File: src/hw/rtl/vsc_pkg.sv
package vsc_pkg;

  // Item opcodes
  typedef enum logic [1:0] {
    OP_CLEAR = 2'd0,
    OP_KEY   = 2'd1,
    OP_TEXT  = 2'd2
  } opcode_e;

  // What the back end does with a text beat
  typedef enum logic {
    KIND_PASS   = 1'b0,
    KIND_LETTER = 1'b1
  } item_kind_e;

  localparam int unsigned AlphaLen = 26;

  localparam logic [7:0] CharUpperA = 8'h41;
  localparam logic [7:0] CharUpperZ = 8'h5A;
  localparam logic [7:0] CharLowerA = 8'h61;
  localparam logic [7:0] CharLowerZ = 8'h7A;
  localparam logic [7:0] CharSpace  = 8'h20;
  localparam logic [7:0] CharTab    = 8'h09;
  localparam logic [7:0] CharCr     = 8'h0D;

  // Classified text beat, before the key letter is known
  typedef struct packed {
    item_kind_e  kind;
    logic        decrypt;
    logic        bad;
    logic [7:0]  chr;
    logic [4:0]  letter;
  } vsc_text_t;

  // Queue entry: text beat plus its key letter
  typedef struct packed {
    vsc_text_t   text;
    logic [4:0]  key;
  } vsc_item_t;

  function automatic logic is_upper(input logic [7:0] c);
    return (c >= CharUpperA) && (c <= CharUpperZ);
  endfunction

  function automatic logic is_lower(input logic [7:0] c);
    return (c >= CharLowerA) && (c <= CharLowerZ);
  endfunction

  function automatic logic is_letter(input logic [7:0] c);
    return is_upper(c) || is_lower(c);
  endfunction

  function automatic logic is_white(input logic [7:0] c);
    return (c == CharSpace) || ((c >= CharTab) && (c <= CharCr));
  endfunction

  // Letter index 0..25; only meaningful for letters
  function automatic logic [4:0] letter_index(input logic [7:0] c);
    logic [7:0] diff;
    diff = is_upper(c) ? (c - CharUpperA) : (c - CharLowerA);
    return diff[4:0];
  endfunction

endpackage

File: src/hw/rtl/vsc_ram.sv
module vsc_ram #(
  parameter int unsigned Width = 8,
  parameter int unsigned Depth = 32,
  localparam int unsigned AddrW = (Depth > 1) ? $clog2(Depth) : 1
) (
  input  logic             clk_i,
  input  logic             we_i,
  input  logic [AddrW-1:0] waddr_i,
  input  logic [Width-1:0] wdata_i,
  input  logic             re_i,
  input  logic [AddrW-1:0] raddr_i,
  output logic [Width-1:0] rdata_o
);

  logic [Width-1:0] mem_q [Depth];
  logic [Width-1:0] rdata_q;

  // Single write port, registered read port
  always_ff @(posedge clk_i) begin
    if (we_i) begin
      mem_q[waddr_i] <= wdata_i;
    end
    if (re_i) begin
      rdata_q <= mem_q[raddr_i];
    end
  end

  assign rdata_o = rdata_q;

endmodule

File: src/hw/rtl/vsc_front.sv
module vsc_front #(
  parameter int unsigned KeyMax = 32,
  localparam int unsigned AddrW  = (KeyMax > 1) ? $clog2(KeyMax) : 1,
  localparam int unsigned CountW = $clog2(KeyMax + 1)
) (
  input  logic                clk_i,
  input  logic                rst_ni,
  input  logic                decrypt_i,
  // input channel
  input  logic                in_valid_i,
  output logic                in_stall_o,
  input  logic [1:0]          opcode_i,
  input  logic [7:0]          char_in_i,
  // queue push side
  output logic                push_o,
  output vsc_pkg::vsc_item_t  push_item_o,
  input  logic                queue_full_i
);

  logic                 accept;
  logic                 is_letter;
  logic                 is_white;
  logic [4:0]           letter;
  logic [CountW-1:0]    count_q, count_d;
  logic [AddrW-1:0]     pos_q, pos_d;
  logic [CountW-1:0]    pos_inc;
  logic                 key_we;
  logic                 key_re;
  logic [4:0]           key_rdata;
  logic                 stage_valid_q, stage_valid_d;
  logic                 emit;
  vsc_pkg::vsc_text_t   stage_q, stage_d;

  // Stage moves on when the queue has room
  assign push_o     = stage_valid_q & ~queue_full_i;
  assign in_stall_o = stage_valid_q & queue_full_i;
  assign accept     = in_valid_i & ~in_stall_o;

  assign is_letter = vsc_pkg::is_letter(char_in_i);
  assign is_white  = vsc_pkg::is_white(char_in_i);
  assign letter    = vsc_pkg::letter_index(char_in_i);

  // Next key position, wraps at the key length
  assign pos_inc = CountW'(pos_q) + CountW'(1);

  // Classify the beat and update key bookkeeping
  always_comb begin
    count_d      = count_q;
    pos_d        = pos_q;
    key_we       = 1'b0;
    key_re       = 1'b0;
    emit         = 1'b0;
    stage_d      = stage_q;
    if (accept) begin
      stage_d.kind    = vsc_pkg::KIND_PASS;
      stage_d.decrypt = decrypt_i;
      stage_d.bad     = 1'b1;
      stage_d.chr     = char_in_i;
      stage_d.letter  = letter;
      unique case (vsc_pkg::opcode_e'(opcode_i))
        vsc_pkg::OP_CLEAR: begin
          count_d = '0;
          pos_d   = '0;
        end
        vsc_pkg::OP_KEY: begin
          if (is_letter && (count_q < CountW'(KeyMax))) begin
            key_we  = 1'b1;
            count_d = count_q + CountW'(1);
          end
        end
        vsc_pkg::OP_TEXT: begin
          if (count_q == '0) begin
            emit = 1'b1;
          end else if (is_white) begin
            emit        = decrypt_i;
            stage_d.bad = 1'b0;
          end else if (!is_letter) begin
            emit = 1'b1;
          end else begin
            emit         = 1'b1;
            key_re       = 1'b1;
            stage_d.kind = vsc_pkg::KIND_LETTER;
            stage_d.bad  = 1'b0;
            pos_d        = (pos_inc >= count_q) ? '0 : pos_inc[AddrW-1:0];
          end
        end
        default: begin
        end
      endcase
    end
    stage_valid_d = accept ? emit : (stage_valid_q & ~push_o);
  end

  always_ff @(posedge clk_i or negedge rst_ni) begin
    if (!rst_ni) begin
      count_q       <= '0;
      pos_q         <= '0;
      stage_valid_q <= 1'b0;
    end else begin
      count_q       <= count_d;
      pos_q         <= pos_d;
      stage_valid_q <= stage_valid_d;
    end
  end

  always_ff @(posedge clk_i) begin
    stage_q <= stage_d;
  end

  // Key letter store
  vsc_ram #(
    .Width (5),
    .Depth (KeyMax)
  ) u_key_ram (
    .clk_i   (clk_i),
    .we_i    (key_we),
    .waddr_i (count_q[AddrW-1:0]),
    .wdata_i (letter),
    .re_i    (key_re),
    .raddr_i (pos_q),
    .rdata_o (key_rdata)
  );

  assign push_item_o.text = stage_q;
  assign push_item_o.key  = key_rdata;

endmodule

File: src/hw/rtl/vsc_queue.sv
module vsc_queue (
  input  logic               clk_i,
  input  logic               rst_ni,
  input  logic               push_i,
  input  vsc_pkg::vsc_item_t push_item_i,
  output logic               full_o,
  input  logic               pop_i,
  output logic               valid_o,
  output vsc_pkg::vsc_item_t item_o
);

  vsc_pkg::vsc_item_t entry_q [2];
  logic               wptr_q, rptr_q;
  logic [1:0]         count_q;

  assign full_o  = count_q[1];
  assign valid_o = (count_q != 2'd0);
  assign item_o  = entry_q[rptr_q];

  // Pointers and fill level
  always_ff @(posedge clk_i or negedge rst_ni) begin
    if (!rst_ni) begin
      wptr_q  <= 1'b0;
      rptr_q  <= 1'b0;
      count_q <= 2'd0;
    end else begin
      if (push_i) begin
        wptr_q <= ~wptr_q;
      end
      if (pop_i) begin
        rptr_q <= ~rptr_q;
      end
      count_q <= count_q + {1'b0, push_i} - {1'b0, pop_i};
    end
  end

  always_ff @(posedge clk_i) begin
    if (push_i) begin
      entry_q[wptr_q] <= push_item_i;
    end
  end

endmodule

File: src/hw/rtl/vsc_back.sv
module vsc_back (
  input  logic               clk_i,
  input  logic               rst_ni,
  // queue pop side
  input  logic               item_valid_i,
  input  vsc_pkg::vsc_item_t item_i,
  output logic               pop_o,
  // output channel
  output logic               out_valid_o,
  input  logic               out_stall_i,
  output logic [7:0]         char_out_o,
  output logic               bad_char_o
);

  logic       out_valid_q;
  logic [7:0] char_q, char_d;
  logic       bad_q;
  logic [5:0] sum;
  logic [5:0] diff;
  logic [5:0] shifted;
  logic [4:0] shifted_mod;

  assign pop_o = item_valid_i & (~out_valid_q | ~out_stall_i);

  // Shift the letter by the key, mod 26
  assign sum  = {1'b0, item_i.text.letter} + {1'b0, item_i.key};
  assign diff = {1'b0, item_i.text.letter} + 6'(vsc_pkg::AlphaLen) - {1'b0, item_i.key};
  assign shifted     = item_i.text.decrypt ? diff : sum;
  assign shifted_mod = (shifted >= 6'(vsc_pkg::AlphaLen))
                     ? 5'(shifted - 6'(vsc_pkg::AlphaLen)) : shifted[4:0];

  always_comb begin
    unique case (item_i.text.kind)
      vsc_pkg::KIND_LETTER: begin
        char_d = (item_i.text.decrypt ? vsc_pkg::CharLowerA : vsc_pkg::CharUpperA)
               + {3'b000, shifted_mod};
      end
      vsc_pkg::KIND_PASS: begin
        char_d = item_i.text.chr;
      end
      default: begin
        char_d = item_i.text.chr;
      end
    endcase
  end

  // Output register
  always_ff @(posedge clk_i or negedge rst_ni) begin
    if (!rst_ni) begin
      out_valid_q <= 1'b0;
    end else if (pop_o) begin
      out_valid_q <= 1'b1;
    end else if (!out_stall_i) begin
      out_valid_q <= 1'b0;
    end
  end

  always_ff @(posedge clk_i) begin
    if (pop_o) begin
      char_q <= char_d;
      bad_q  <= item_i.text.bad;
    end
  end

  assign out_valid_o = out_valid_q;
  assign char_out_o  = char_q;
  assign bad_char_o  = bad_q;

endmodule

File: src/hw/rtl/vigenere_stream_cipher_core.sv
// Vigenere stream cipher core.
// Input channel (in_valid_i / in_stall_o) carries one beat per item: opcode_i
// selects clear key, append key letter (char_in_i) or process text (char_in_i).
// Output channel (out_valid_o / out_stall_i) carries char_out_o and bad_char_o
// for text beats only; key, clear and unused-opcode beats, and whitespace
// while encrypting with a key loaded, give no output beat. Cipher text is upper
// case, plain text lower case. Register 0 at byte address 0 of the APB port:
// bit 0 selects decrypt mode. Write it only while the core is empty.
// Throughput: one beat per clock while out_stall_i is low. A beat passes
// through the front stage with the key RAM read, the queue and the output
// register before its result appears on the output channel.
// The key RAM's registered read port sets the front stage.
// A two-entry queue sits between front and back end. When out_stall_i is held
// the output register, the queue and the front stage fill in turn, and then
// in_stall_o rises; nothing is lost or repeated.
// Reset empties the key and the pipeline and selects encrypt mode. Key RAM
// contents are not cleared; only entries below the key length are read.
module vigenere_stream_cipher_core #(
  parameter int unsigned KeyMax = 32
) (
  input  logic        clk_i,
  input  logic        rst_ni,
  // input channel
  input  logic        in_valid_i,
  output logic        in_stall_o,
  input  logic [1:0]  opcode_i,
  input  logic [7:0]  char_in_i,
  // output channel
  output logic        out_valid_o,
  input  logic        out_stall_i,
  output logic [7:0]  char_out_o,
  output logic        bad_char_o,
  // configuration port
  input  logic        psel,
  input  logic        penable,
  input  logic        pwrite,
  input  logic [2:0]  paddr,
  input  logic [31:0] pwdata,
  output logic [31:0] prdata,
  output logic        pready
);

  logic               decrypt_q;
  logic               reg_hit;
  logic               push;
  logic               queue_full;
  logic               pop;
  logic               queue_valid;
  vsc_pkg::vsc_item_t push_item;
  vsc_pkg::vsc_item_t queue_item;

  // Configuration register
  assign pready  = 1'b1;
  assign reg_hit = (paddr[2] == 1'b0);
  assign prdata  = reg_hit ? {31'd0, decrypt_q} : 32'd0;

  always_ff @(posedge clk_i or negedge rst_ni) begin
    if (!rst_ni) begin
      decrypt_q <= 1'b0;
    end else if (psel && penable && pwrite && pready && reg_hit) begin
      decrypt_q <= pwdata[0];
    end
  end

  vsc_front #(
    .KeyMax (KeyMax)
  ) u_front (
    .clk_i        (clk_i),
    .rst_ni       (rst_ni),
    .decrypt_i    (decrypt_q),
    .in_valid_i   (in_valid_i),
    .in_stall_o   (in_stall_o),
    .opcode_i     (opcode_i),
    .char_in_i    (char_in_i),
    .push_o       (push),
    .push_item_o  (push_item),
    .queue_full_i (queue_full)
  );

  vsc_queue u_queue (
    .clk_i       (clk_i),
    .rst_ni      (rst_ni),
    .push_i      (push),
    .push_item_i (push_item),
    .full_o      (queue_full),
    .pop_i       (pop),
    .valid_o     (queue_valid),
    .item_o      (queue_item)
  );

  vsc_back u_back (
    .clk_i        (clk_i),
    .rst_ni       (rst_ni),
    .item_valid_i (queue_valid),
    .item_i       (queue_item),
    .pop_o        (pop),
    .out_valid_o  (out_valid_o),
    .out_stall_i  (out_stall_i),
    .char_out_o   (char_out_o),
    .bad_char_o   (bad_char_o)
  );

endmodule

File: config.mk
export PLATFORM = sky130hd
export DESIGN_NAME = vigenere_stream_cipher_core
export DESIGN_NICKNAME = d
export VERILOG_FILES = /design/src/hw/rtl/vsc_pkg.sv /design/src/hw/rtl/vsc_ram.sv /design/src/hw/rtl/vsc_front.sv /design/src/hw/rtl/vsc_queue.sv /design/src/hw/rtl/vsc_back.sv /design/src/hw/rtl/vigenere_stream_cipher_core.sv
export SDC_FILE = /design/constraint.sdc
export NUM_CORES = 1
export LEC_CHECK = 0
export ABC_AREA = 1
export BUFFER_PORTS_ARGS = -buffer_cell sky130_fd_sc_hd__buf_2
export CORE_ASPECT_RATIO = 2
export CORE_MARGIN = 10
export CORE_UTILIZATION = 40
export CTS_CLUSTER_DIAMETER = 100
export DETAILED_ROUTE_END_ITERATION = 10
export PLACE_DENSITY = 0.64
export SLEW_MARGIN = 20
export SYNTH_ARGS = -nofsm -noshare
export SYNTH_HDL_FRONTEND = slang
export SYNTH_HIERARCHICAL = 1
export SYNTH_SLANG_ARGS = --single-unit
File: constraint.sdc
create_clock -name clk_i -period 6.8 [get_ports clk_i]
set_input_delay 1.36 -clock clk_i [delete_from_list [all_inputs] [get_ports clk_i]]
set_output_delay 1.36 -clock clk_i [all_outputs]
set_load 0.02 [all_outputs]
==> flow_summary.yaml <==
timing:
  setup_viol: 0
  max-slew-margin-rel_pct: 38.71
  final.setup.tns_ns: 0
  fmax_mhz: 242.4
  final_critical_path_setup_slack_ns: 2.674
  tightestPinTransition_ns: 0.9194
  timing_hold_violations_final: 0
  final_max_slew_viol_count: 0
  grt_setup_unrepaired: "false"
  layout_worst_path_cycle_share_pct: 60.68
  clock_skew_ns: 0.01045
  post-route-min-period_ns: 4.126
clock_network:
  clock_sink_count: 250
  cts.clk_slew.worst_paths_ns: 0.07
  cts_setup_buffers: 0
  hold_fix_buffer_count_after_cts: 0
  number_of_buffers_created_by_cts: 21
  cts_tree: "built"
  cts_max_level: 1
  ctsLongestPathBuffers: 3
  ctsRootBufferMaster: "sky130_fd_sc_hd__clkbuf_16"
  clock_latency_on_the_worst_skew_pair_ns: 0.52
  resized_cells_post_cts: 0
synth:
  syn_avg_cell_area_um2: 10.60
  syn-cell-area_um2: 11830
  synth_area_leader_cell: "sky130_fd_sc_hd__edfxtp_1"
  post_synth_num_cell_types: 44
  netlist_top_cells_area: "sky130_fd_sc_hd__edfxtp_1 (59%), sky130_fd_sc_hd__nand2_1 (11%), sky130_fd_sc_hd__nand3_1 (7.2%), sky130_fd_sc_hd__dfrtp_1 (3.8%), sky130_fd_sc_hd__ha_1 (3.2%)"
  yosys_register_bits: 250
  synthesis.yosys.warnings: 6
  top_area_cell_type_share_of_the_netlist_area_pct: 58.91
  synth_sequential_area_ratio_pct: 62.72
  synthesis.instances: 1116
cells_and_area:
  postLayoutCellArea_um2: 12770
  final_layout_size_suffix_gt1_share_pct: 11.45
  most-common-layout-cells: "sky130_fd_sc_hd__nand2_1 (343), sky130_fd_sc_hd__edfxtp_1 (232), sky130_fd_sc_hd__nand3_1 (171), sky130_fd_sc_hd__inv_1 (89), sky130_fd_sc_hd__nor2_1 (56)"
  design.final.nets: 1223
  filler_cells_inserted: 2847
  seqCellArea_um2: 7418
  multi_input_comb_area_um2: 3623
  final_util_pct: 43.42
  syn2layout_area_growth_pct: 7.945
  finish.cell_count_without_fillers: 1518
  final_common_cell: "sky130_fd_sc_hd__nand2_1"
die:
  std_cell_rows: 89
  die_h_um: 263.2
  floorplan_core_area_um2: 29400
  ios: 96
  die_width_um: 141.6
  design.die.area_um2: 37260
  initial_utilization_pct: 40.23
placed_design:
  detailed_place_hpwl_um: 17050
  dp_worst_setup_slack_ns: 2.121
  buffer_ports.inserted: 30
  place_congestion: 0.8502
  dpl-instance-area_um2: 12080
  post-place-cells: 1480
global_route:
  antenna_found_initial: 1
  grt_max_degree: 87
  gr-usage-all-layers_pct: 13.07
  global_route_wire_length_before_repair_um: 38670
  grt_overflow: 0
  number_of_global_route_vias_before_repair: 7482
power:
  vdd_ir_drop_max_mv: 0.1495
  static_leakage_nw: 5.072
  power.density_cell_area_nw_per_um2: 340.4
setup_path:
  crit_chain: "buf_2, inv_2, ha_1, nand2_1, nand3_1, nand2_1, nand2_2, nand3_2, nor3_1, nand3_1, nor2_1"
  start_kind: "input pin"
  end_kind: "flop"
  max_stage_delay_ns: 0.60
  worst-path-max-fanout: 37
  crit_slowest_cell: "sky130_fd_sc_hd__nand3_1"
  cp.arrival_ns: 4.28
  setup.worst_path.class: "input pin to flop"
  cp.required_ns: 6.96
run:
  max_cap_viol_count: 0
detailed_routing:
  wirelength_um: 24630
  vias: 7559
  avgRoutedWirePerCell_um: 16.23
  vias_per_cell: 4.980
  route.detailed.drc: 0
  detail_route.first_pass.iterations: 5
  antenna_violating_nets_post_route: 0
  detailedRoute.firstIterationViolations: 394
outcome:
  result_of_the_run: "completed"
hold_path:
  timing.hold.worst.class: "flop to flop"
[cell usage after synthesis (all sizes together)]
cell type / number
buf: 65
and3b: 1
or2: 1
o21ai: 30
conb: 2
nor2: 66
xnor2: 1
inv: 98
a31oi: 1
edfxtp: 232
clkinv: 1
and2: 1
o21a: 1
dfrtp: 18
a21o: 1
clkbuf: 4
fa: 2
nand4: 4
nand3: 176
nor3: 4
nand2: 354
nor3b: 2
xor2: 8
nand3b: 3
a21oi: 8
ha: 30
o31ai: 2
[stage by stage]
step                      hold slack, ns  power [mW]
after CTS                         0.4476       4.399
after floorplan                   0.4215       2.974
after global routing              0.4554       4.600
after detailed placement          0.4313       3.204
final                             0.4479       4.345
after global placement            0.4242       3.167
[path summary, 6_finish.rpt]
path | start | end | slack (ns) | cells past startpoint
max in group asynchronous | rst_ni | u_front/pos_q[0] | 5.70 | 1
hold reg to reg | u_front/push_item_o[17] | u_queue/entry_q[1][17] | 0.45 | 0
setup reg to reg | u_queue/rptr_q | u_back/char_out_o[6] | 2.76 | 23
setup / recovery | char_in_i[0] | u_front/u_key_ram/mem_q[5][4] | 2.67 | 11
min in group asynchronous | rst_ni | u_queue/count_q[0] | 0.77 | 1
hold / removal | u_front/push_item_o[17] | u_queue/entry_q[1][17] | 0.45 | 0
[kinds of logic after synthesis]
| family | count (synthesis) | share of synthesized area [%] |
|---|---|---|
| simple gates | 612 | 22.60 |
| flops | 250 | 62.72 |
| buf+inv | 168 | 7.797 |
| compound gates | 43 | 2.645 |
| fa+ha+maj | 32 | 3.512 |
| xor+xnor | 9 | 0.6666 |
| other cells | 2 | 0.06350 |
[state kept, by name (all words and copies together), names as in the netlist]
| signal | cells |
|---|---|
| u_front/u_key_ram/mem_q | 160 |
| u_queue/entry_q | 42 |
| u_front/push_item_o | 16 |
| u_back/char_out_o | 8 |
| u_front/count_q | 6 |
| u_front/pos_q | 5 |
| u_front/u_key_ram/rdata_o | 5 |
| u_queue/count_q | 2 |
| decrypt_q | 1 |
| u_back/bad_char_o | 1 |
| u_back/out_valid_o | 1 |
| u_front/stage_valid_q | 1 |
| u_queue/rptr_q | 1 |
| u_queue/wptr_q | 1 |
[layer usage]
layer | track usage [%] | up-vias | share of wire [%]
li1 | - | 3718 | -
met4 | 7.933 | 0 | 5.9
met1 | 11.74 | 3603 | 32
met2 | 25.92 | 165 | 58
met3 | 1.749 | 73 | 3.8
met5 | 0 | - | 0
[area by class of cell]
| cell class | instances | area share, % |
|---|---|---|
| Antenna cell | 1 | 0.01960 |
| Clock buffer | 24 | 4.205 |
| Clock inverter | 13 | 1.059 |
| Inverter | 99 | 2.950 |
| Multi-Input combinational cell | 728 | 28.38 |
| Sequential cell | 250 | 58.11 |
| Tap cell | 364 | 3.568 |
| Timing Repair Buffer | 39 | 1.705 |
[critical path: cells and delay by family]
family	cells	cell delay, ns
adders and majority gates	1	0.25
buffers and inverters	2	0.63
and+or+nand+nor	8	2.00
[report_power, final]
group | internal (mW) | switching [mW] | total [mW]
logic | 0.443 | 0.854 | 1.30
clock network | 0.651 | 0.537 | 1.19
registers | 1.81 | 0.0515 | 1.86
total | 2.90 | 1.44 | 4.35
Note: power is estimated with default switching activity, not from simulation.
